==> config.mk <==
export PLATFORM = sky130hd
export DESIGN_NAME = two_class_age_ordered_queue
export DESIGN_NICKNAME = d
export VERILOG_FILES = /design/src/rtl/tcaoq_pkg.sv /design/src/rtl/tcaoq_fifo.sv /design/src/rtl/tcaoq_ctrl.sv /design/src/rtl/tcaoq_datapath.sv /design/src/rtl/two_class_age_ordered_queue.sv
export VERILOG_INCLUDE_DIRS = /design/src /design/src/rtl
export SDC_FILE = /design/constraint.sdc
export NUM_CORES = 1
export LEC_CHECK = 0
export BUFFER_PORTS_ARGS = -buffer_cell sky130_fd_sc_hd__buf_2
export CAP_MARGIN = 30
export CORE_MARGIN = 4
export CORE_UTILIZATION = 50
export DETAILED_ROUTE_END_ITERATION = 16
export PLACE_DENSITY = 0.68
export SKIP_LAST_GASP = 1
export SLEW_MARGIN = 15
export SYNTH_ARGS = -nofsm -noshare
export SYNTH_HDL_FRONTEND = slang
export SYNTH_SLANG_ARGS = --single-unit
==> constraint.sdc <==
create_clock -name clock -period 4.9 [get_ports clock]
set_input_delay 0.49 -clock clock [delete_from_list [all_inputs] [get_ports clock]]
set_output_delay 0.49 -clock clock [all_outputs]
set_load 0.02 [all_outputs]
==> src/rtl/two_class_age_ordered_queue_defines.svh <==
// Assertion macros shared by the two-class age-ordered queue RTL.
// Depends on nothing; included by the files that carry assertions.
`ifndef TWO_CLASS_AGE_ORDERED_QUEUE_DEFINES_SVH
`define TWO_CLASS_AGE_ORDERED_QUEUE_DEFINES_SVH

// The condition must never hold at a clock edge outside reset.
`define TCAOQ_ASSERT_NEVER(label, clk, rst, cond) \
   label: assert property (@(posedge clk) disable iff (rst) !(cond)) \
      else $error("tcaoq assertion failed");

// When the antecedent holds, the consequent must hold in the next cycle.
`define TCAOQ_ASSERT_NEXT(label, clk, rst, ante, cons) \
   label: assert property (@(posedge clk) disable iff (rst) (ante) |=> (cons)) \
      else $error("tcaoq assertion failed");

`endif

==> src/rtl/tcaoq_pkg.sv <==
// Package for the two-class age-ordered queue: payload types, codes and
// the command and status structs between controller and datapath. No dependencies.
package tcaoq_pkg;

   localparam int ID_WIDTH            = 16;
   localparam int SEQ_WIDTH           = 6;
   localparam int DEFAULT_QUEUE_DEPTH = 16;

   // Command codes.
   localparam logic [1:0] CMD_PUSH    = 2'd0;
   localparam logic [1:0] CMD_POP     = 2'd1;
   localparam logic [1:0] CMD_POP_ANY = 2'd2;
   localparam logic [1:0] CMD_NONE    = 2'd3;

   // Result status codes.
   localparam logic [1:0] STATUS_PUSHED = 2'd0;
   localparam logic [1:0] STATUS_POPPED = 2'd1;
   localparam logic [1:0] STATUS_EMPTY  = 2'd2;
   localparam logic [1:0] STATUS_FULL   = 2'd3;

   typedef struct packed {
      logic [1:0]          command;
      logic                animal_class;
      logic [ID_WIDTH-1:0] item_id;
   } req_type;

   typedef struct packed {
      logic [1:0]          status;
      logic [ID_WIDTH-1:0] popped_id;
      logic                popped_class;
   } rsp_type;

   // One stored entry: identifier above the arrival sequence number.
   typedef struct packed {
      logic [ID_WIDTH-1:0]  id;
      logic [SEQ_WIDTH-1:0] seq;
   } entry_type;

   // Controller to datapath.
   typedef struct packed {
      logic capture;
      logic execute;
   } ctrl_cmd_type;

   // Datapath to controller.
   typedef struct packed {
      logic rsp_busy;
   } ctrl_stat_type;

   // Datapath to one class queue.
   typedef struct packed {
      logic push;
      logic pop;
   } fifo_cmd_type;

   // One class queue back to the datapath.
   typedef struct packed {
      logic empty;
      logic full;
   } fifo_stat_type;

endpackage

==> src/rtl/tcaoq_fifo.sv <==
// One class queue: entry memory, read and write pointers, fill count and a
// registered head read. Depends on tcaoq_pkg and the defines header.
`include "two_class_age_ordered_queue_defines.svh"

module tcaoq_fifo #(
   parameter int QUEUE_DEPTH = tcaoq_pkg::DEFAULT_QUEUE_DEPTH
) (
   input  logic                    clock,
   input  logic                    reset,
   input  tcaoq_pkg::fifo_cmd_type cmd,
   input  tcaoq_pkg::entry_type    push_entry,
   output tcaoq_pkg::entry_type    head_entry,
   output tcaoq_pkg::fifo_stat_type stat
);

   localparam int PTR_W  = (QUEUE_DEPTH > 1) ? $clog2(QUEUE_DEPTH) : 1;
   localparam int FILL_W = $clog2(QUEUE_DEPTH + 1);
   localparam logic [PTR_W-1:0]  LAST_PTR  = PTR_W'(QUEUE_DEPTH - 1);
   localparam logic [FILL_W-1:0] FULL_FILL = FILL_W'(QUEUE_DEPTH);

   tcaoq_pkg::entry_type entries_ff [QUEUE_DEPTH];
   tcaoq_pkg::entry_type head_ff;
   logic [PTR_W-1:0]     wr_ptr_ff, wr_ptr_in;
   logic [PTR_W-1:0]     rd_ptr_ff, rd_ptr_in;
   logic [FILL_W-1:0]    fill_ff, fill_in;

   // Pointer advance with wrap at the last entry, and fill bookkeeping.
   always_comb begin
      wr_ptr_in = wr_ptr_ff;
      rd_ptr_in = rd_ptr_ff;
      fill_in   = fill_ff;
      if (cmd.push) begin
         wr_ptr_in = (wr_ptr_ff == LAST_PTR) ? '0 : wr_ptr_ff + 1'b1;
      end
      if (cmd.pop) begin
         rd_ptr_in = (rd_ptr_ff == LAST_PTR) ? '0 : rd_ptr_ff + 1'b1;
      end
      if (cmd.push && !cmd.pop) begin
         fill_in = fill_ff + 1'b1;
      end else if (cmd.pop && !cmd.push) begin
         fill_in = fill_ff - 1'b1;
      end
   end

   always_ff @(posedge clock) begin
      if (reset) begin
         wr_ptr_ff <= '0;
         rd_ptr_ff <= '0;
         fill_ff   <= '0;
      end else begin
         wr_ptr_ff <= wr_ptr_in;
         rd_ptr_ff <= rd_ptr_in;
         fill_ff   <= fill_in;
      end
   end

   // Entry memory: one write port at the tail, one registered read at the head.
   always_ff @(posedge clock) begin
      if (cmd.push) begin
         entries_ff[wr_ptr_ff] <= push_entry;
      end
      head_ff <= entries_ff[rd_ptr_ff];
   end

   assign head_entry = head_ff;
   assign stat.empty = (fill_ff == '0);
   assign stat.full  = (fill_ff == FULL_FILL);

   `TCAOQ_ASSERT_NEVER(a_fill_in_range, clock, reset, fill_ff > FULL_FILL)
   `TCAOQ_ASSERT_NEVER(a_no_push_full, clock, reset, cmd.push && stat.full)
   `TCAOQ_ASSERT_NEVER(a_no_pop_empty, clock, reset, cmd.pop && stat.empty)
   `TCAOQ_ASSERT_NEXT(a_push_grows, clock, reset, cmd.push && !cmd.pop,
                      fill_ff == $past(fill_ff) + 1'b1)

endmodule

==> src/rtl/tcaoq_ctrl.sv <==
// Controller for the two-class age-ordered queue: sequences capture, head
// lookup and execution of one command. Depends on tcaoq_pkg.
module tcaoq_ctrl (
   input  logic                     clock,
   input  logic                     reset,
   input  logic                     req_valid,
   output logic                     req_ready,
   input  tcaoq_pkg::ctrl_stat_type stat,
   output tcaoq_pkg::ctrl_cmd_type  cmd
);

   localparam logic [1:0] ST_IDLE   = 2'd0;
   localparam logic [1:0] ST_LOOKUP = 2'd1;
   localparam logic [1:0] ST_EXEC   = 2'd2;

   logic [1:0] state_ff, state_in;

   // Take a beat in idle, wait in the lookup state for the head reads, then execute
   // as soon as the result register has room.
   always_comb begin
      state_in    = state_ff;
      req_ready   = 1'b0;
      cmd.capture = 1'b0;
      cmd.execute = 1'b0;
      unique case (state_ff)
         ST_IDLE: begin
            req_ready   = 1'b1;
            cmd.capture = req_valid;
            if (req_valid) begin
               state_in = ST_LOOKUP;
            end
         end
         ST_LOOKUP: begin
            state_in = ST_EXEC;
         end
         ST_EXEC: begin
            if (!stat.rsp_busy) begin
               cmd.execute = 1'b1;
               state_in    = ST_IDLE;
            end
         end
         default: begin
            state_in = ST_IDLE;
         end
      endcase
   end

   always_ff @(posedge clock) begin
      if (reset) begin
         state_ff <= ST_IDLE;
      end else begin
         state_ff <= state_in;
      end
   end

endmodule

==> src/rtl/tcaoq_datapath.sv <==
// Datapath for the two-class age-ordered queue: command register, sequence
// counter, both class queues, age compare and result register.
// Depends on tcaoq_pkg and tcaoq_fifo.
module tcaoq_datapath #(
   parameter int QUEUE_DEPTH = tcaoq_pkg::DEFAULT_QUEUE_DEPTH
) (
   input  logic                     clock,
   input  logic                     reset,
   input  tcaoq_pkg::req_type       req_payload,
   output logic                     rsp_valid,
   input  logic                     rsp_ready,
   output tcaoq_pkg::rsp_type       rsp_payload,
   input  tcaoq_pkg::ctrl_cmd_type  cmd,
   output tcaoq_pkg::ctrl_stat_type stat
);

   localparam int SEQ_W = tcaoq_pkg::SEQ_WIDTH;

   tcaoq_pkg::req_type       req_ff;
   tcaoq_pkg::rsp_type       rsp_ff, rsp_in;
   logic                     rsp_valid_ff, rsp_valid_in;
   logic [SEQ_W-1:0]         seq_ff, seq_in;
   tcaoq_pkg::fifo_cmd_type  q_cmd [2];
   tcaoq_pkg::fifo_stat_type q_stat [2];
   tcaoq_pkg::entry_type     q_head [2];
   tcaoq_pkg::entry_type     push_entry;
   logic [SEQ_W-1:0]         seq_diff;
   logic                     first_older;
   logic                     pop_sel;
   logic                     do_pop;

   // Command register, loaded when the controller takes a beat.
   always_ff @(posedge clock) begin
      if (cmd.capture) begin
         req_ff <= req_payload;
      end
   end

   // The first head is older when its wrapped distance to the second
   // head is non-zero and below half the sequence range.
   assign seq_diff    = q_head[1].seq - q_head[0].seq;
   assign first_older = (seq_diff != '0) && !seq_diff[SEQ_W-1];

   assign push_entry.id  = req_ff.item_id;
   assign push_entry.seq = seq_ff;

   // Decode the held command into queue operations and a result.
   always_comb begin
      q_cmd[0]     = '0;
      q_cmd[1]     = '0;
      seq_in       = seq_ff;
      pop_sel      = req_ff.animal_class;
      do_pop       = 1'b0;
      rsp_in       = '0;
      rsp_in.status = tcaoq_pkg::STATUS_EMPTY;
      unique case (req_ff.command)
         tcaoq_pkg::CMD_PUSH: begin
            if (q_stat[req_ff.animal_class].full) begin
               rsp_in.status = tcaoq_pkg::STATUS_FULL;
            end else begin
               rsp_in.status = tcaoq_pkg::STATUS_PUSHED;
               q_cmd[req_ff.animal_class].push = cmd.execute;
               if (cmd.execute) begin
                  seq_in = seq_ff + 1'b1;
               end
            end
         end
         tcaoq_pkg::CMD_POP: begin
            do_pop = !q_stat[req_ff.animal_class].empty;
         end
         tcaoq_pkg::CMD_POP_ANY: begin
            priority if (q_stat[0].empty && q_stat[1].empty) begin
               do_pop = 1'b0;
            end else if (q_stat[1].empty) begin
               pop_sel = 1'b0;
               do_pop  = 1'b1;
            end else if (q_stat[0].empty) begin
               pop_sel = 1'b1;
               do_pop  = 1'b1;
            end else begin
               pop_sel = !first_older;
               do_pop  = 1'b1;
            end
         end
         tcaoq_pkg::CMD_NONE: begin
            do_pop = 1'b0;
         end
         default: begin
            do_pop = 1'b0;
         end
      endcase
      if (do_pop) begin
         rsp_in.status       = tcaoq_pkg::STATUS_POPPED;
         rsp_in.popped_id    = q_head[pop_sel].id;
         rsp_in.popped_class = pop_sel;
         q_cmd[pop_sel].pop  = cmd.execute;
      end
   end

   // Class queues, one per class.
   for (genvar gi = 0; gi < 2; gi++) begin : g_queue
      tcaoq_fifo #(
         .QUEUE_DEPTH (QUEUE_DEPTH)
      ) u_fifo (
         .clock      (clock),
         .reset      (reset),
         .cmd        (q_cmd[gi]),
         .push_entry (push_entry),
         .head_entry (q_head[gi]),
         .stat       (q_stat[gi])
      );
   end

   // Result register: loaded on execute, emptied when the beat is taken.
   always_comb begin
      if (cmd.execute) begin
         rsp_valid_in = 1'b1;
      end else if (rsp_ready) begin
         rsp_valid_in = 1'b0;
      end else begin
         rsp_valid_in = rsp_valid_ff;
      end
   end

   always_ff @(posedge clock) begin
      if (reset) begin
         rsp_valid_ff <= 1'b0;
         seq_ff       <= '0;
      end else begin
         rsp_valid_ff <= rsp_valid_in;
         seq_ff       <= seq_in;
      end
   end

   always_ff @(posedge clock) begin
      if (cmd.execute) begin
         rsp_ff <= rsp_in;
      end
   end

   assign rsp_valid     = rsp_valid_ff;
   assign rsp_payload   = rsp_ff;
   assign stat.rsp_busy = rsp_valid_ff && !rsp_ready;

endmodule

==> src/rtl/two_class_age_ordered_queue.sv <==
// Two-class age-ordered queue. A command passes from the accepted beat to its result
// beat through capture, head read from the entry memory and execute, in that order.
// A new command is taken only after the previous one has executed, and execute waits
// while the result register holds a beat that is not yet taken.
// Synchronous active-high reset empties both queues and clears the sequence
// counter; entry memories are not cleared and need no clearing pass.
module two_class_age_ordered_queue #(
   parameter int QUEUE_DEPTH = tcaoq_pkg::DEFAULT_QUEUE_DEPTH
) (
   input  logic               clock,
   input  logic               reset,
   input  logic               req_valid,
   output logic               req_ready,
   input  tcaoq_pkg::req_type req_payload,
   output logic               rsp_valid,
   input  logic               rsp_ready,
   output tcaoq_pkg::rsp_type rsp_payload
);

   tcaoq_pkg::ctrl_cmd_type  ctrl_cmd;
   tcaoq_pkg::ctrl_stat_type ctrl_stat;

   // Sequencing of each command.
   tcaoq_ctrl u_ctrl (
      .clock     (clock),
      .reset     (reset),
      .req_valid (req_valid),
      .req_ready (req_ready),
      .stat      (ctrl_stat),
      .cmd       (ctrl_cmd)
   );

   // Queues, age compare and result register.
   tcaoq_datapath #(
      .QUEUE_DEPTH (QUEUE_DEPTH)
   ) u_datapath (
      .clock       (clock),
      .reset       (reset),
      .req_payload (req_payload),
      .rsp_valid   (rsp_valid),
      .rsp_ready   (rsp_ready),
      .rsp_payload (rsp_payload),
      .cmd         (ctrl_cmd),
      .stat        (ctrl_stat)
   );

endmodule

==> results.py, run 1 <==
metrics = {
    "finish": {
        "fillers": 4497,
        "layout_common_cells": "742 x edfxtp_1, 220 x mux4_2, 82 x clkbuf_16, 73 x dfxtp_1, 49 x buf_4",
        "layout.nets": 1608,
        "final_common_cell": "edfxtp_1",
        "fin_area_um2": 35500,
        "syn_to_final_growth_pct": 14.0,
        "layout-drive-gt1-share_pct": 31.4,
        "diodes": 0,
        "final_util_pct": 57.6,
    },
    "cts": {
        "htree_levels": 3,
        "post_cts_buffers": 0,
        "clk_latency_ns": 0.63,
        "cts_buffers": 80,
        "cts_resized": 0,
        "cts_tree": "built",
        "cts_root_buf": "clkbuf_16",
        "clkSinkCount": 821,
        "cts_hold_buf": 0,
        "clk_pin_slew_ns": 0.06,
        "clock_path_buffers": 3,
    },
    "sta": {
        "fin_tns_setup_ns": 0,
        "period_share_pct": 76.3,
        "report.final.hold_viol_count": 0,
        "timing.hold.ws_ns": 0.0370,
        "post-route-min-period_ns": 3.74,
        "rsz0062_at_grt": "false",
        "clock_skew_ns": 0.0206,
        "max_slew_margin_pct": 46.4,
        "setup_viol": 0,
        "drv_slew": 0,
        "worst_slew_pin_slew_ns": 0.804,
        "fmax_mhz": 267,
    },
    "synth": {
        "seq_area_frac_synth_pct": 76.6,
        "syn_nets": 1479,
        "syn_inst": 1426,
        "syn-cell-area_um2": 31200,
        "synth_warnings": 0,
        "syn_avg_cell_area_um2": 21.9,
        "synthFlopType": "edfxtp_1",
        "synth_edf_count": 742,
        "ys_ff_latch": 821,
        "synthArstFlopShare_pct": 0,
        "synth_cell_types": 55,
    },
    "power_and_ir_drop": {
        "leakagePower_nw": 11.2,
        "power.total_mw": 13.8,
        "cellPowerDensity_nw_per_um2": 388,
        "ir_worst_vdd_uv": 361,
    },
    "routing": {
        "dr.pass1.iters": 5,
        "vias": 14300,
        "viasPerCell": 5.83,
        "wl_per_cell_um": 26.3,
        "drc_errors": 0,
        "drt_wl_total_um": 64700,
        "ant_nets": 0,
        "first_iter_violations": 1528,
    },
    "die": {
        "dieHeight_um": 258,
        "fp.dieW_um": 258,
        "io_pins": 44,
        "initial_utilization_pct": 50.5,
        "core_um2": 61700,
        "rows": 91,
        "die-area_um2": 66400,
    },
    "grt": {
        "antenna_found_initial": 0,
        "grt_max_degree": 89,
        "first_global_vias": 14800,
        "grt_overflow": 0,
        "grt_usage_pct": 19.8,
        "grt_pass1_wl_um": 97100,
    },
    "worst_setup_path": {
        "critPathCaptureType": "flop",
        "critPathKind": "flop to flop",
        "cp-start-kind": "flop",
        "critPathRequiredTime_ns": 5.44,
        "arrival_ns": 4.28,
        "worstPathMaxFanout": 4,
    },
    "place": {
        "hpwl_um": 35300,
        "port_buffers": 43,
        "place.gp.congestion": 0.799,
        "place_area_um2": 32800,
    },
    "job": {
        "cap_violations": 0,
    },
    "outcome": {
        "status": "complete, no violations",
    },
    "worst_hold_path": {
        "min_path_type": "primary input to flop",
    },
}
-- worst max-delay path: stages, from the launching register on --
cell	delay, ns
dfxtp_1	0.31
inv_1	0.04
ha_1	0.21
fa_1	0.40
nand2b_1	0.17
a21oi_1	0.17
xor2_1	0.09
o311a_2	0.39
a21oi_4	0.17
nand2b_4	0.17
ha_1	0.22
inv_1	0.11
ha_1	0.33
a21o_1	0.19
a21oi_1	0.16
xnor2_1	0.09
or3_1	0.31
a21oi_1	0.14
-- sequential cells by signal (all words and copies together), names as in the netlist --
signal,cells
u_datapath.g_queue.u_fifo.entries_ff,704
u_datapath.g_queue.u_fifo.head_entry,44
u_datapath.rsp_payload,19
u_datapath.push_entry,16
u_datapath.g_queue.u_fifo.fill_ff,10
u_datapath.g_queue.u_fifo.rd_ptr_ff,8
u_datapath.g_queue.u_fifo.wr_ptr_ff,8
u_datapath.seq_ff,6
u_datapath.req_ff,3
u_ctrl.state_ff,2
u_datapath.rsp_valid,1
-- path summary, 6_finish.rpt --
path / from / end / cells past startpoint / slack (ns)
worst min register to register: u_datapath.g_queue[0].u_fifo.rd_ptr_ff[3] / u_datapath.g_queue[0].u_fifo.rd_ptr_ff[3] / 1 / 0.48
worst min-delay path: req_payload[8] / u_datapath.push_entry[14] / 1 / 0.04
worst max-delay path: u_datapath.g_queue[1].u_fifo.head_entry[0] / u_datapath.g_queue[0].u_fifo.fill_ff[4] / 17 / 1.16
worst max register to register: u_datapath.g_queue[1].u_fifo.head_entry[0] / u_datapath.g_queue[0].u_fifo.fill_ff[4] / 17 / 1.16
-- layout make-up --
type | count | area (um^2) | area share (%)
flip-flops and latches | 821 | 23900 | 67.2
multi-input cells | 513 | 7000 | 19.7
clock buffers | 104 | 2170 | 6.12
well taps | 837 | 1050 | 2.95
repair buffers | 117 | 955 | 2.69
clock inverters | 45 | 392 | 1.10
inverters | 22 | 82.6 | 0.232
-- routing by layer --
layer,wire length (um),GRT usage (%),up-vias,part of all wire (%)
met5,0,0,-,0
met4,1280,4.72,0,2.0
met3,4390,4.04,83,6.8
met2,30600,30.1,490,47
met1,28500,30.2,7614,44
li1,-,-,6144,-
-- through the flow --
step                      instances  setup WS [ns]
after floorplan                1426          0.978
after global placement         2287           1.27
after detailed placement       2294           1.15
after CTS                      2443           1.16
after global routing           2459          0.908
final                          2459           1.16
-- logic make-up (layout without fill, tap and decap cells) --
family          Yosys count  in the layout  share of synthesized area, %
xor+xnor                 18             18                         0.506
compound gates           71             71                          1.62
flops                   821            821                          76.6
buf+inv                  92            288                          1.26
mux                     231            231                          16.3
fa+ha+maj                30             30                          1.28
simple gates            163            163                          2.49
-- synthesized netlist by cell type (17+ instances only) --
library cell  number  share of area [%]
edfxtp_1         742                 72
mux4_2           220                 16
dfxtp_1           79                5.1
nor2_1            60               0.72
clkbuf_1          36               0.43
nand2_1           33               0.40
ha_1              27                1.1
a21oi_1           21               0.34
buf_2             21               0.34
inv_1             20               0.24
nand2b_1          17               0.34
nand3_1           17               0.27
-- power breakdown --
| group | internal [mW] | switching [mW] | total [mW] |
|---|---|---|---|
| clock | 3.42 | 2.55 | 5.97 |
| sequential | 7.63 | 0.0469 | 7.68 |
| combinational | 0.0527 | 0.100 | 0.153 |
(Power assumes the default switching activity.)
==> run 2: changes to the inputs <==
ABC_AREA = 1   (was not set)
clock period = 3.5 ns   (was 4.9 ns; I/O delays follow)
==> results.py, run 2 <==
metrics = {
    "synth": {
        "synthTopCellsByCount": "742 x edfxtp_1, 473 x nor2_1, 289 x o21ai_0, 169 x nand2_1, 98 x clkbuf_1",
        "syn_avg_cell_area_um2": 13.3,
        "synth_area_leader_cell": "edfxtp_1",
        "synthFlopType": "edfxtp_1",
        "synth_cell_types": 42,
        "ys_top_cells_by_area": "edfxtp_1 70%, nor2_1 5.6%, dfxtp_1 5.0%",
        "synth_top_area_share_pct": 70.0,
        "ys_ff_latch": 821,
        "syn-cell-area_um2": 31900,
        "synthArstFlopShare_pct": 0,
        "syn_inst": 2394,
        "synth_warnings": 0,
        "seq_area_frac_synth_pct": 74.9,
        "synth_edf_count": 742,
        "syn_nets": 2447,
        "synth.most_common_cell": "edfxtp_1",
    },
    "sta": {
        "rsz0062_at_grt": "true",
        "clock_skew_ns": 0.0200,
        "post-route-min-period_ns": 3.36,
        "max_slew_margin_pct": 46.4,
        "timing.hold.ws_ns": 0.0442,
        "setup_viol": 0,
        "drv_slew": 0,
        "fmax_mhz": 298,
        "period_share_pct": 95.9,
        "fin_tns_setup_ns": 0,
        "report.final.hold_viol_count": 0,
        "worst_slew_pin_slew_ns": 0.805,
    },
    "grt": {
        "first_global_vias": 19900,
        "grt_pass1_wl_um": 118000,
        "busiest_layer": "met2",
        "grt_util_met1_pct": 32.6,
        "antenna_found_initial": 0,
        "grt_overflow": 0,
        "use_met3_pct": 3.15,
        "grt_usage_pct": 22.9,
        "met2_usage_pct": 36.8,
        "grt_max_degree": 179,
    },
    "cts": {
        "htree_levels": 3,
        "clk_latency_ns": 0.62,
        "cts_tree": "built",
        "post_cts_buffers": 0,
        "clk_pin_slew_ns": 0.06,
        "cts_root_buf": "clkbuf_16",
        "clkSinkCount": 821,
        "clock_path_buffers": 3,
        "cts_buffers": 78,
    },
    "job": {
        "cap_violations": 0,
    },
    "power_and_ir_drop": {
        "leakagePower_nw": 12.3,
        "power.total_mw": 19.5,
        "cellPowerDensity_nw_per_um2": 535,
        "ir_worst_vdd_uv": 424,
    },
    "finish": {
        "syn_to_final_growth_pct": 14.5,
        "layout_common_cells": "742 x edfxtp_1, 438 x nor2_1, 289 x o21ai_0, 168 x nand2_1, 84 x clkbuf_16",
        "diodes": 0,
        "top_register": "u_datapath.g_queue.u_fifo.entries_ff",
        "layout-drive-gt1-share_pct": 12.6,
        "largest_reg_flops": 704,
        "final_common_cell": "edfxtp_1",
        "layout.nets": 2541,
        "layoutNonFillerInstCount": 3395,
        "fillers": 4957,
    },
    "worst_setup_path": {
        "critPathCaptureType": "flop",
        "arrival_ns": 3.89,
        "r2r-start": "u_datapath.g_queue[1].u_fifo.head_entry[0]",
        "worstSetupStartpoint": "u_datapath.g_queue[1].u_fifo.head_entry[0]",
        "worstPathMaxFanout": 6,
        "critPathRequiredTime_ns": 4.04,
        "cp-start-kind": "flop",
        "critPathKind": "flop to flop",
    },
    "die": {
        "dieHeight_um": 260,
        "fp.dieW_um": 260,
        "rows": 92,
        "io_pins": 44,
        "initial_utilization_pct": 50.5,
        "die-area_um2": 67800,
        "core_um2": 63100,
    },
    "routing": {
        "dr.pass1.iters": 8,
        "drt_wl_total_um": 78000,
        "ant_nets": 0,
        "wl_per_cell_um": 23.0,
        "first_iter_violations": 2183,
        "vias": 20100,
        "drc_errors": 0,
        "viasPerCell": 5.93,
    },
    "place": {
        "port_buffers": 43,
        "place.gp.congestion": 0.853,
        "hpwl_um": 44000,
        "placed_cells": 3227,
    },
    "worst_hold_path": {
        "min_from": "rsp_ready",
        "min_path_type": "primary input to flop",
    },
    "outcome": {
        "status": "complete, no violations",
    },
}
==> run 2: cell types whose count changed in the layout (fill, tap and decap cells not counted), sizes merged, moves of 54 or more <==
cell,previous run,this run
nand3,18,86
mux4,220,0
o221ai,1,64
nor2,60,478
o21ai,22,299
o22ai,1,58
o32ai,0,54
nand2,35,172
==> run 2: per-layer routing <==
layer	part of all wire, %	wire, um	vias up
li1	-	-	9046
met3	7.3	5670	138
met1	43	33200	10000
met5	0	0	-
met4	3.1	2380	0
met2	47	36800	893
==> run 2: path summary, 6_finish.rpt <==
path                                             end  slack, ns  cells after the start
min reg2reg                       u_ctrl.state_ff[1]       0.48                      2
max          u_datapath.g_queue[1].u_fifo.fill_ff[4]       0.14                     21
min                               u_ctrl.state_ff[1]       0.04                      4
max reg2reg  u_datapath.g_queue[1].u_fifo.fill_ff[4]       0.14                     21
==> run 2: what timing repair did <==
| action | in CTS | in global routing |
|---|---|---|
| resized for setup | 0 | 15 |
| hold buffers | 20 | 0 |
| setup endpoints to repair | 0 | 4 |
| hold endpoints to repair | 20 | 0 |
==> run 2: cell type report <==
cell class	instances	area [um^2]	area share (%)
clock buffers	103	2220	6.10
clock inverters	38	363	0.995
inverters	69	272	0.744
multi-input cells	1364	7300	20.0
flip-flops and latches	821	23900	65.5
well taps	846	1060	2.90
repair buffers	154	1380	3.78
==> run 2: per-stage QoR <==
stage               util [%]  instance area (um^2)  worst slack (ns)
finish                  57.8                 36500             0.143
CTS                     57.6                 36300            0.0947
global placement        52.8                 33300             0.222
detailed placement      53.1                 33500             0.111
floorplan                  -                 31900             0.331
global route            57.8                 36500           -0.0612
==> run 2: logic make-up after synthesis <==
| group | synth area share, % |
|---|---|
| AOI/OAI and AO/OA | 10.2 |
| xor gates and xnor gates | 0.302 |
| adders and majority gates | 1.25 |
| buffers and inverters | 2.62 |
| DFF | 74.9 |
| muxes | 1.07 |
| and+or+nand+nor | 9.59 |
==> run 2: where the power goes <==
part / internal [mW] / switching, mW
sequential: 10.7 / 0.0655
clock: 4.99 / 3.48
combinational: 0.0995 / 0.197
total: 15.8 / 3.74
==> run 2: critical path, cell delays in order (launching register included) <==
cell     delay (ns)
dfxtp_1        0.30
inv_1          0.04
ha_1           0.22
fa_2           0.36
inv_1          0.09
nand3_1        0.10
nand2_1        0.10
nand2_1        0.05
nand2_1        0.07
nand3_1        0.09
nand2_2        0.14
nand2_1        0.10
nand2_4        0.11
nand3_2        0.14
ha_2           0.25
inv_2          0.09
ha_2           0.31
a21o_1         0.21
a21oi_2        0.16
xor2_1         0.17
nand2_1        0.07
a21oi_1        0.12
